### src/rtl/core/tlm_pkg.sv
// Shared types and constants for the token list membership block.
`timescale 1ns / 1ps

package tlm_pkg;

   localparam int MAX_WORD_DEF   = 8;
   localparam int MAX_DELIMS_DEF = 4;

   localparam int CHAR_W      = 8;
   localparam int WORD_BYTES  = 8;
   localparam int SWORD_W     = 64;
   localparam int SLEN_W      = 4;
   localparam int DSET_W      = 32;
   localparam int DCNT_W      = 3;
   localparam int CSR_DATA_W  = 64;
   localparam int CSR_INDEX_W = 3;

   typedef enum logic [CSR_INDEX_W-1:0] {
      REG_SEARCH_WORD     = 3'd0,
      REG_SEARCH_LENGTH   = 3'd1,
      REG_DELIMITER_SET   = 3'd2,
      REG_DELIMITER_COUNT = 3'd3,
      REG_IGNORE_CASE     = 3'd4
   } reg_index_type;

   typedef enum logic [1:0] {
      PH_BETWEEN = 2'd0,
      PH_LEAD    = 2'd1,
      PH_WORD    = 2'd2,
      PH_TAIL    = 2'd3
   } phase_type;

   typedef struct packed {
      logic [SWORD_W-1:0] search_word;
      logic [SLEN_W-1:0]  search_length;
      logic [DSET_W-1:0]  delimiter_set;
      logic [DCNT_W-1:0]  delimiter_count;
      logic               ignore_case;
   } cfg_type;

   localparam logic [CHAR_W-1:0] CHAR_NUL = 8'h00;

endpackage

### src/rtl/core/tlm_csr.sv
// Configuration registers of the token list membership block.
`timescale 1ns / 1ps

module tlm_csr
   import tlm_pkg::*;
(
   input  logic                   clock,
   input  logic                   reset,
   input  logic                   csr_wr_en,
   input  logic [CSR_INDEX_W-1:0] csr_wr_index,
   input  logic [CSR_DATA_W-1:0]  csr_wr_data,
   output cfg_type                cfg
);

   cfg_type cfg_ff;
   cfg_type cfg_in;

   always_comb begin
      cfg_in = cfg_ff;
      if (csr_wr_en) begin
         case (reg_index_type'(csr_wr_index))
            REG_SEARCH_WORD:     cfg_in.search_word     = csr_wr_data[SWORD_W-1:0];
            REG_SEARCH_LENGTH:   cfg_in.search_length   = csr_wr_data[SLEN_W-1:0];
            REG_DELIMITER_SET:   cfg_in.delimiter_set   = csr_wr_data[DSET_W-1:0];
            REG_DELIMITER_COUNT: cfg_in.delimiter_count = csr_wr_data[DCNT_W-1:0];
            REG_IGNORE_CASE:     cfg_in.ignore_case     = csr_wr_data[0];
            default: begin
               cfg_in = cfg_ff;
            end
         endcase
      end
   end

   always_ff @(posedge clock) begin
      if (reset) begin
         cfg_ff <= '0;
      end else begin
         cfg_ff <= cfg_in;
      end
   end

   assign cfg = cfg_ff;

endmodule

### src/rtl/core/tlm_scan.sv
// Per-byte token scanner: classification, word compare and match state.
`timescale 1ns / 1ps

module tlm_scan
   import tlm_pkg::*;
#(
   parameter int MAX_WORD   = MAX_WORD_DEF,
   parameter int MAX_DELIMS = MAX_DELIMS_DEF
)(
   input  logic              clock,
   input  logic              reset,
   input  cfg_type           cfg,
   input  logic              step,
   input  logic [CHAR_W-1:0] char_in,
   output logic              found
);

   localparam int LEN_W = $clog2(MAX_WORD + 2);
   localparam logic [LEN_W-1:0] LEN_MAX  = LEN_W'(MAX_WORD);
   localparam logic [LEN_W-1:0] LEN_OVER = LEN_W'(MAX_WORD + 1);

   function automatic logic [CHAR_W-1:0] fold(input logic ic, input logic [CHAR_W-1:0] c);
      logic [CHAR_W-1:0] r;
      r = c;
      if (ic && c >= 8'h41 && c <= 8'h5A) begin
         r = c + 8'h20;
      end
      return r;
   endfunction

   phase_type        phase_ff, phase_in;
   logic [LEN_W-1:0] length_ff, length_in;
   logic             equal_ff, equal_in;
   logic             any_ff, any_in;

   logic              is_nul;
   logic              is_delim;
   logic              is_space;
   logic              token_hit;
   logic [CHAR_W-1:0] search_byte;
   logic              byte_differs;
   logic              len_ok;

   always_comb begin
      is_delim = 1'b0;
      for (int i = 0; i < MAX_DELIMS; i++) begin
         if (DCNT_W'(i) < cfg.delimiter_count &&
             cfg.delimiter_set[CHAR_W*i +: CHAR_W] == char_in) begin
            is_delim = 1'b1;
         end
      end
   end

   always_comb begin
      search_byte = '0;
      for (int k = 0; k < WORD_BYTES; k++) begin
         if ({{(SLEN_W+1){1'b0}}, length_ff} == (SLEN_W + 1 + LEN_W)'(k)) begin
            search_byte = cfg.search_word[CHAR_W*k +: CHAR_W];
         end
      end
   end

   assign is_nul   = (char_in == CHAR_NUL);
   assign is_space = (char_in == 8'h20) || (char_in >= 8'h09 && char_in <= 8'h0D);
   assign len_ok   = ({1'b0, cfg.search_length} <= (SLEN_W + 1)'(MAX_WORD));
   assign byte_differs = ({{SLEN_W{1'b0}}, length_ff} >= {{LEN_W{1'b0}}, cfg.search_length})
                      || (fold(cfg.ignore_case, search_byte) != fold(cfg.ignore_case, char_in));
   assign token_hit = (phase_ff != PH_BETWEEN) && equal_ff && len_ok &&
                      ({{SLEN_W{1'b0}}, length_ff} == {{LEN_W{1'b0}}, cfg.search_length});
   assign found = any_ff || token_hit;

   always_comb begin
      phase_in  = phase_ff;
      length_in = length_ff;
      equal_in  = equal_ff;
      any_in    = any_ff;
      if (step) begin
         if (is_nul) begin
            phase_in  = PH_BETWEEN;
            length_in = '0;
            equal_in  = 1'b1;
            any_in    = 1'b0;
         end else if (is_delim) begin
            any_in    = found;
            phase_in  = PH_BETWEEN;
            length_in = '0;
            equal_in  = 1'b1;
         end else begin
            case (phase_ff)
               PH_BETWEEN, PH_LEAD, PH_WORD: begin
                  if (is_space) begin
                     phase_in = (phase_ff == PH_WORD) ? PH_TAIL : PH_LEAD;
                  end else begin
                     phase_in = PH_WORD;
                     if (length_ff < LEN_MAX) begin
                        if (byte_differs) begin
                           equal_in = 1'b0;
                        end
                        length_in = length_ff + 1'b1;
                     end else begin
                        length_in = LEN_OVER;
                        equal_in  = 1'b0;
                     end
                  end
               end
               default: begin
                  phase_in = phase_ff;
               end
            endcase
         end
      end
   end

   always_ff @(posedge clock) begin
      if (reset) begin
         phase_ff  <= PH_BETWEEN;
         length_ff <= '0;
         equal_ff  <= 1'b1;
         any_ff    <= 1'b0;
      end else begin
         phase_ff  <= phase_in;
         length_ff <= length_in;
         equal_ff  <= equal_in;
         any_ff    <= any_in;
      end
   end

endmodule

### src/rtl/core/token_list_membership_top.sv
// Top level of the token list membership block: item registers and scanner.
//
//   channel | direction | payload
//   req     | in        | tdata[7:0] = char_in
//   rsp     | out       | tdata[0] = found, tdata[7:1] = 0
//   csr     | in        | wr_index selects register, wr_data[63:0]
//
// One item per cycle sustained unless a zero byte waits; an accepted byte is scanned from the input register.
// A zero byte puts one item in the result register on the next edge.
// A zero byte waits in the input register while the result register is full
// and not being taken; other bytes never wait.
// Synchronous reset clears the scan state, the configuration and both valid flags.
`timescale 1ns / 1ps

module token_list_membership_top
   import tlm_pkg::*;
#(
   parameter int MAX_WORD   = MAX_WORD_DEF,
   parameter int MAX_DELIMS = MAX_DELIMS_DEF
)(
   input  logic                   clock,
   input  logic                   reset,
   input  logic                   req_tvalid,
   output logic                   req_tready,
   input  logic [7:0]             req_tdata,   // [7:0] char_in
   output logic                   rsp_tvalid,
   input  logic                   rsp_tready,
   output logic [7:0]             rsp_tdata,   // [0] found, [7:1] zero
   input  logic                   csr_wr_en,
   input  logic [CSR_INDEX_W-1:0] csr_wr_index,
   input  logic [CSR_DATA_W-1:0]  csr_wr_data
);

   cfg_type cfg;

   logic              in_valid_ff, in_valid_in;
   logic [CHAR_W-1:0] in_char_ff, in_char_in;
   logic              out_valid_ff, out_valid_in;
   logic              out_found_ff, out_found_in;

   logic step;
   logic is_nul;
   logic found;

   tlm_csr u_csr (
      .clock        (clock),
      .reset        (reset),
      .csr_wr_en    (csr_wr_en),
      .csr_wr_index (csr_wr_index),
      .csr_wr_data  (csr_wr_data),
      .cfg          (cfg)
   );

   tlm_scan #(
      .MAX_WORD   (MAX_WORD),
      .MAX_DELIMS (MAX_DELIMS)
   ) u_scan (
      .clock   (clock),
      .reset   (reset),
      .cfg     (cfg),
      .step    (step),
      .char_in (in_char_ff),
      .found   (found)
   );

   assign is_nul     = (in_char_ff == CHAR_NUL);
   assign step       = in_valid_ff && (!is_nul || !out_valid_ff || rsp_tready);
   assign req_tready = !in_valid_ff || step;

   always_comb begin
      in_valid_in  = in_valid_ff;
      in_char_in   = in_char_ff;
      out_valid_in = out_valid_ff;
      out_found_in = out_found_ff;
      if (req_tready) begin
         in_valid_in = req_tvalid;
         in_char_in  = req_tdata;
      end
      if (out_valid_ff && rsp_tready) begin
         out_valid_in = 1'b0;
      end
      if (step && is_nul) begin
         out_valid_in = 1'b1;
         out_found_in = found;
      end
   end

   always_ff @(posedge clock) begin
      if (reset) begin
         in_valid_ff  <= 1'b0;
         out_valid_ff <= 1'b0;
      end else begin
         in_valid_ff  <= in_valid_in;
         out_valid_ff <= out_valid_in;
      end
      in_char_ff   <= in_char_in;
      out_found_ff <= out_found_in;
   end

   assign rsp_tvalid = out_valid_ff;
   assign rsp_tdata  = {7'd0, out_found_ff};

endmodule

### config.mk
export PLATFORM = sky130hd
export DESIGN_NAME = token_list_membership_top
export DESIGN_NICKNAME = d
export VERILOG_FILES = /design/src/rtl/core/tlm_pkg.sv /design/src/rtl/core/tlm_csr.sv /design/src/rtl/core/tlm_scan.sv /design/src/rtl/core/token_list_membership_top.sv
export SDC_FILE = /design/constraint.sdc
export NUM_CORES = 1
export LEC_CHECK = 0
export BUFFER_PORTS_ARGS = -buffer_cell sky130_fd_sc_hd__buf_2
export CORE_MARGIN = 3
export CORE_UTILIZATION = 45
export CTS_CLUSTER_DIAMETER = 120
export DETAILED_ROUTE_END_ITERATION = 16
export PLACE_DENSITY = 0.65
export SKIP_LAST_GASP = 1
export SYNTH_ARGS = -nofsm -noshare
export SYNTH_HDL_FRONTEND = slang
export SYNTH_SLANG_ARGS = --single-unit
### constraint.sdc
create_clock -name clock -period 3.7 [get_ports clock]
set_input_delay 0.37 -clock clock [delete_from_list [all_inputs] [get_ports clock]]
set_output_delay 0.37 -clock clock [all_outputs]
set_load 0.01 [all_outputs]
# == Yosys cells after proc, flatten, opt, wreduce, memory -nomap -nowiden ==
# Index checks and enable logic that the tools add are counted.
# totals
out_inout_bits,10
register_bits,123
word_cells,127
in_bits,80
# classes
mux,34
n_reduce_logical,42
n_addsub,3
n_lt_le_gt_ge,13
eq_ne,22
# ops
op,count
8-bit two-way mux,10
8-bit == test,4
4-bit two-way mux,5
8-bit by 6-bit adder with 8-bit output (second input constant),2
4-bit by 3-bit == test with 1-bit output (second input constant),4
8-bit by 7-bit >= comparator with 1-bit output (second input constant),2
8-bit by 7-bit less-or-equal comparator with 1-bit output (second input constant),2
1-bit logical AND,15
1-bit two-way mux,14
2-bit AND reduction,7
2-bit two-way mux,5
4-bit by 2-bit == test with 1-bit output (second input constant),2
8-bit by 6-bit == test with 1-bit output (second input constant),1
8-bit by 4-bit >= comparator with 1-bit output (second input constant),1
8-bit by 4-bit less-or-equal comparator with 1-bit output (second input constant),1
8-bit zero test,1
8-bit inequality test,1
3-bit by 2-bit == test with 1-bit output (second input constant),2
1-bit logical OR,6
1-bit by 3-bit < comparator with 1-bit output (first input constant),2
2-bit by 3-bit < comparator with 1-bit output (first input constant),2
2-bit nonzero test,3
4-bit by 1-bit adder with 4-bit output (second input constant),1
4-bit by 1-bit == test with 1-bit output (second input constant),1
18 further kinds,20

# == Logic depth before layout (Yosys ltp) ==
# depth
ltp_word,21
mapped_depth,13
depth_no_buf,11

# == Modules after synthesis ==
# From an unflattened synthesis, not the netlist that was laid out.
# unflattened
cells_unflattened,724
area_unflattened_um2,6980.4
# modules_own_cells
module,area_per_inst_um2,n_inst,cells_per_inst,seq_area_each_um2
tlm_csr,4464.3,1,411,2082.0
tlm_scan,2057.0,1,282,160.2
token_list_membership_top,459.2,1,31,310.3

# == Worst setup path before layout ==
# Ideal clock, no wire load.
# synth_path
path_kind,register to register
from,register u_scan.length_ff[0]
to,register u_scan.equal_ff
setup_time_ns,0.069
path_stages_with_launch,14
path_slack_ns,1.025
n_path_buf,3
arrival_time_ns,2.606
period_less_slack_ns,2.675
required_ns,3.631
path_cell_list,dfxtp_1 inv_1 ha_1 buf_2 buf_6 buf_4 a2111oi_0 nor2_1 o32a_1 ha_1 xnor3_2 nor3_2 mux2i_1 o21ai_1
# synth_via
elab_chain_cells,17
elab_cells_between_ends,33
cone_classes,1 x add/sub; 4 x order compare; 9 x eq/ne; 14 x mux; 5 x reduce/logical
# synth_lines
element,line_no,rtl
from (decl),tlm_scan.sv:32,"logic [LEN_W-1:0] length_ff, length_in;"
from (signal assigned),tlm_scan.sv:122,length_ff <= length_in;
4-bit zero test,tlm_scan.sv:57,"if ({{(SLEN_W+1){1'b0}}, length_ff} == (SLEN_W + 1 + LEN_W)'(k)) begin"
8-bit two-way mux (8 in series),tlm_scan.sv:57,
8-bit by 7-bit >= comparator with 1-bit output,tlm_scan.sv:25,if (ic && c >= 8'h41 && c <= 8'h5A) begin
1-bit logical AND (2 in series),tlm_scan.sv:25,
8-bit two-way mux,tlm_scan.sv:25,
8-bit inequality test,tlm_scan.sv:67,"|| (fold(cfg.ignore_case, search_byte) != fold(cfg.ignore_case, char_in));"
1-bit logical OR,tlm_scan.sv:67,
4-bit by 2-bit inequality test with 1-bit output (no line),--,
4-bit AND reduction (no line),--,
to (signal assigned),tlm_scan.sv:123,equal_ff <= equal_in;
to (decl),tlm_scan.sv:33,"logic equal_ff, equal_in;"
# Several ways; a longest one is shown, not always the timed one. The select of a mux whose other input is x is not followed.
# A chain may end at the register's enable or synchronous reset.

# == Final worst setup path ==
# Same ends and word-level chain as after synthesis.

==> summary.md <==
| Metric | Value |
|---|---|
| Outcome | finished clean |
| Initial antenna violation count | 0 |
| Final worst slack | 506 ps |
| Drt pass-1 iters | 5 |
| Gpl congestion | 0.866 |
| Final setup fails | 0 |
| Io pins | 90 |
| Die area | 14,900 µm² |
| Max clock buf depth | 2 |
| Max_cap viols | 0 |
| Area growth, synth to finish | 15.4% |
| Dominant synthesized flop cell | dfxtp_1 |
| Post-synthesis cell count | 765 |
| WL/cell | 17.0 µm |
| Ant diodes | 0 |
| Synth Cell Area | 6060 µm² |
| Tot Pwr | 3.27 mW |
| Starting Density | 47.1% |
| Post-Route Skew | 15.3 ps |
| Fmax | 313 MHz |
| Clock sink count | 123 |
| H-tree levels | 4 |
| Post-synth EDFFs | 9 |
| Detail Placement HPWL | 12.1 mm |
| RSZ-0062 raised after global routing | no |
| Post-DRT Antenna Nets | 0 |
| Number of global-route vias before repair | 5,221 |
| Post-CTS Resized | 0 |
| Core Rows | 41 |
| CTS root buffer | clkbuf_16 |
| Die Width | 122 µm |
| Critical path class | reg2reg |
| Num CTS Buffers | 17 |
| Share of post-route cells with drive strength above 1 | 17.0% |
| Max-slew violation count | 0 |
| Via/cell ratio | 5.49 |
| Critical path data arrival time | 3510 ps |
| Final period utilization | 86.3% |
| Total global routing overflow | 0 |
| Setup TNS | 0 ps |
| Worst-Margin Slew | 1170 ps |
| Hold Vio Cnt, Final | 0 |
| Req. time, crit path | 4020 ps |
| Period minus WS final | 3190 ps |
| CTS tree | yes |
| Fin nets | 905 |
| Worst reg-to-reg path cell count | 11 |
| Finished Core Util | 54.4% |
| Pin count of the biggest net entering global routing | 84 |
| DIE HEIGHT | 122 µm |
| Pleak | 2.68 nW |
| Worst-path clk slew | 60 ps |
| Total number of vias | 5,488 |
| Most frequent cells in the layout | 214 x nand2_1, 125 x a21oi_1, 114 x dfxtp_1 |
| Seq/Total Area, Yosys | 42.1% |
| PwrDens | 467 nW/µm² |
| Critical Path Start Type | register |
| Syn Area/Cell | 7.93 µm² |
| GRT Util Overall | 23.3% |
| Worst Path Max Fanout | 24 |
| Final Instance Count excl. Fillers | 1,000 |
| Ys async rst share | 0% |
| Final wirelength | 17.0 mm |
| Residual DRC | 0 |
| Most common cell after layout, fill and taps aside | nand2_1 |
| Clock Latency Late Sink | 430 ps |
| Post-synthesis register bit count | 123 |
| HP Class | in2reg |
| Hold path cells | 1 |
| First-pass GRT wire length | 26.6 mm |
| Yosys cell types | 72 |
| Yosys warning total | 0 |
| Post-CTS Setup Bufs | 0 |
| Hold_buf cts | 0 |
| Placed Cells | 968 |
| Setup WS pre-CTS | 592 ps |
| Port Buffer Count | 82 |
| Slew HR | 21.9% |
| Drt initial violations | 394 |
| Worst vdd ir | 448 µV |
| CP Capture Type | register |
| Core area | 12,900 µm² |
[critical path, cell delays in order, from the launching register on]
cell	delay [ps]
dfxtp_1	350
inv_1	140
ha_1	780
buf_4	290
nor3_1	60
a311oi_1	320
a31oi_1	70
a211oi_1	370
a21oi_1	160
o211ai_2	230
mux2i_1	220
o21ai_1	90
[kinds of logic after synthesis]
logic type / synth area share, %
DFF: 42.1
and+or+nand+nor: 22.8
adders and majority gates: 2.06
buffers and inverters: 6.75
AOI/OAI and AO/OA: 19.1
xor gates and xnor gates: 5.88
other: 0.0618
muxes: 1.18
[cell usage after synthesis (3+ instances only)]
| cell type | count | area [µm²] |
|---|---|---|
| nand2_1 | 215 | 807 |
| a21oi_1 | 125 | 626 |
| dfxtp_1 | 114 | 2280 |
| clkbuf_1 | 36 | 135 |
| nor2_1 | 32 | 120 |
| xor2_1 | 26 | 228 |
| inv_1 | 19 | 71.3 |
| buf_2 | 12 | 60.1 |
| xnor2_1 | 12 | 105 |
| buf_4 | 11 | 82.6 |
| ha_1 | 10 | 125 |
| nor3_1 | 10 | 50.1 |
| edfxtp_1 | 9 | 270 |
| nand4_1 | 7 | 43.8 |
| nor2b_1 | 7 | 43.8 |
| a221oi_1 | 6 | 52.6 |
| mux2i_1 | 6 | 60.1 |
| nand2b_1 | 6 | 37.5 |
| a31oi_1 | 5 | 31.3 |
| nand3_1 | 5 | 25.0 |
| o21ai_0 | 5 | 25.0 |
| a211o_1 | 4 | 35.0 |
| a211oi_1 | 4 | 30.0 |
| buf_6 | 4 | 45.0 |
| nand3b_1 | 4 | 30.0 |
| or4_1 | 4 | 30.0 |
| and2_1 | 3 | 18.8 |
| nor4_1 | 3 | 18.8 |
| o211ai_1 | 3 | 22.5 |
| or2_2 | 3 | 18.8 |
[metrics by stage]
stage                     cell area [µm²]  hold slack, ps
after floorplan                      6090             431
after global placement               6430             448
after detailed placement             6430             449
after CTS                            7000             102
after global routing                 7000            96.7
final                                7000             113
[area by class of cell]
| cell class | instances | area [µm²] |
|---|---|---|
| Multi-Input combinational cell | 565 | 3130 |
| Clock buffer | 17 | 425 |
| Fill cell | 1251 | 5880 |
| Timing Repair Buffer | 89 | 465 |
| Clock inverter | 15 | 139 |
| Inverter | 19 | 71.3 |
| Sequential cell | 123 | 2550 |
| Tap cell | 172 | 215 |
[power by group]
part           total, mW  internal, mW  switching (mW)
logic              0.264         0.111           0.153
registers           1.42          1.37          0.0423
clock network       1.59         0.931           0.657
total               3.27          2.42           0.852
[state kept, by name, summed over array words and instances (netlist names)]
register,flops
in_char_ff,8
u_scan.any_ff,1
u_scan.equal_ff,1
out_found_ff,1
u_scan.length_ff,4
in_valid_ff,1
u_csr.cfg,104
u_scan.phase_ff,2
rsp_tvalid,1
[path summary, 6_finish.rpt]
kind | from | endpoint | slack (ps)
worst max-delay path | u_scan.length_ff[0]$_SDFFE_PP0P_ | u_scan.equal_ff$_SDFFE_PP1P_ | 510
worst min-delay path | req_tdata[5] | in_char_ff[5]$_DFFE_PP_ | 110
worst max register to register | u_scan.length_ff[0]$_SDFFE_PP0P_ | u_scan.equal_ff$_SDFFE_PP1P_ | 510
worst min register to register | u_csr.cfg[58]$_SDFFE_PP0P_ | u_csr.cfg[58]$_SDFFE_PP0P_ | 460
[per-layer routing]
| metal | vias to the layer above | global-route usage (%) | wire length, µm |
|---|---|---|---|
| li1 | 2688 | - | - |
| met1 | 2587 | 30.5 | 7660 |
| met2 | 188 | 37.9 | 7980 |
| met3 | 25 | 5.25 | 1020 |
| met4 | 0 | 7.98 | 319 |
| met5 | - | 0 | 0 |
Power figures use the tool's default switching activity.
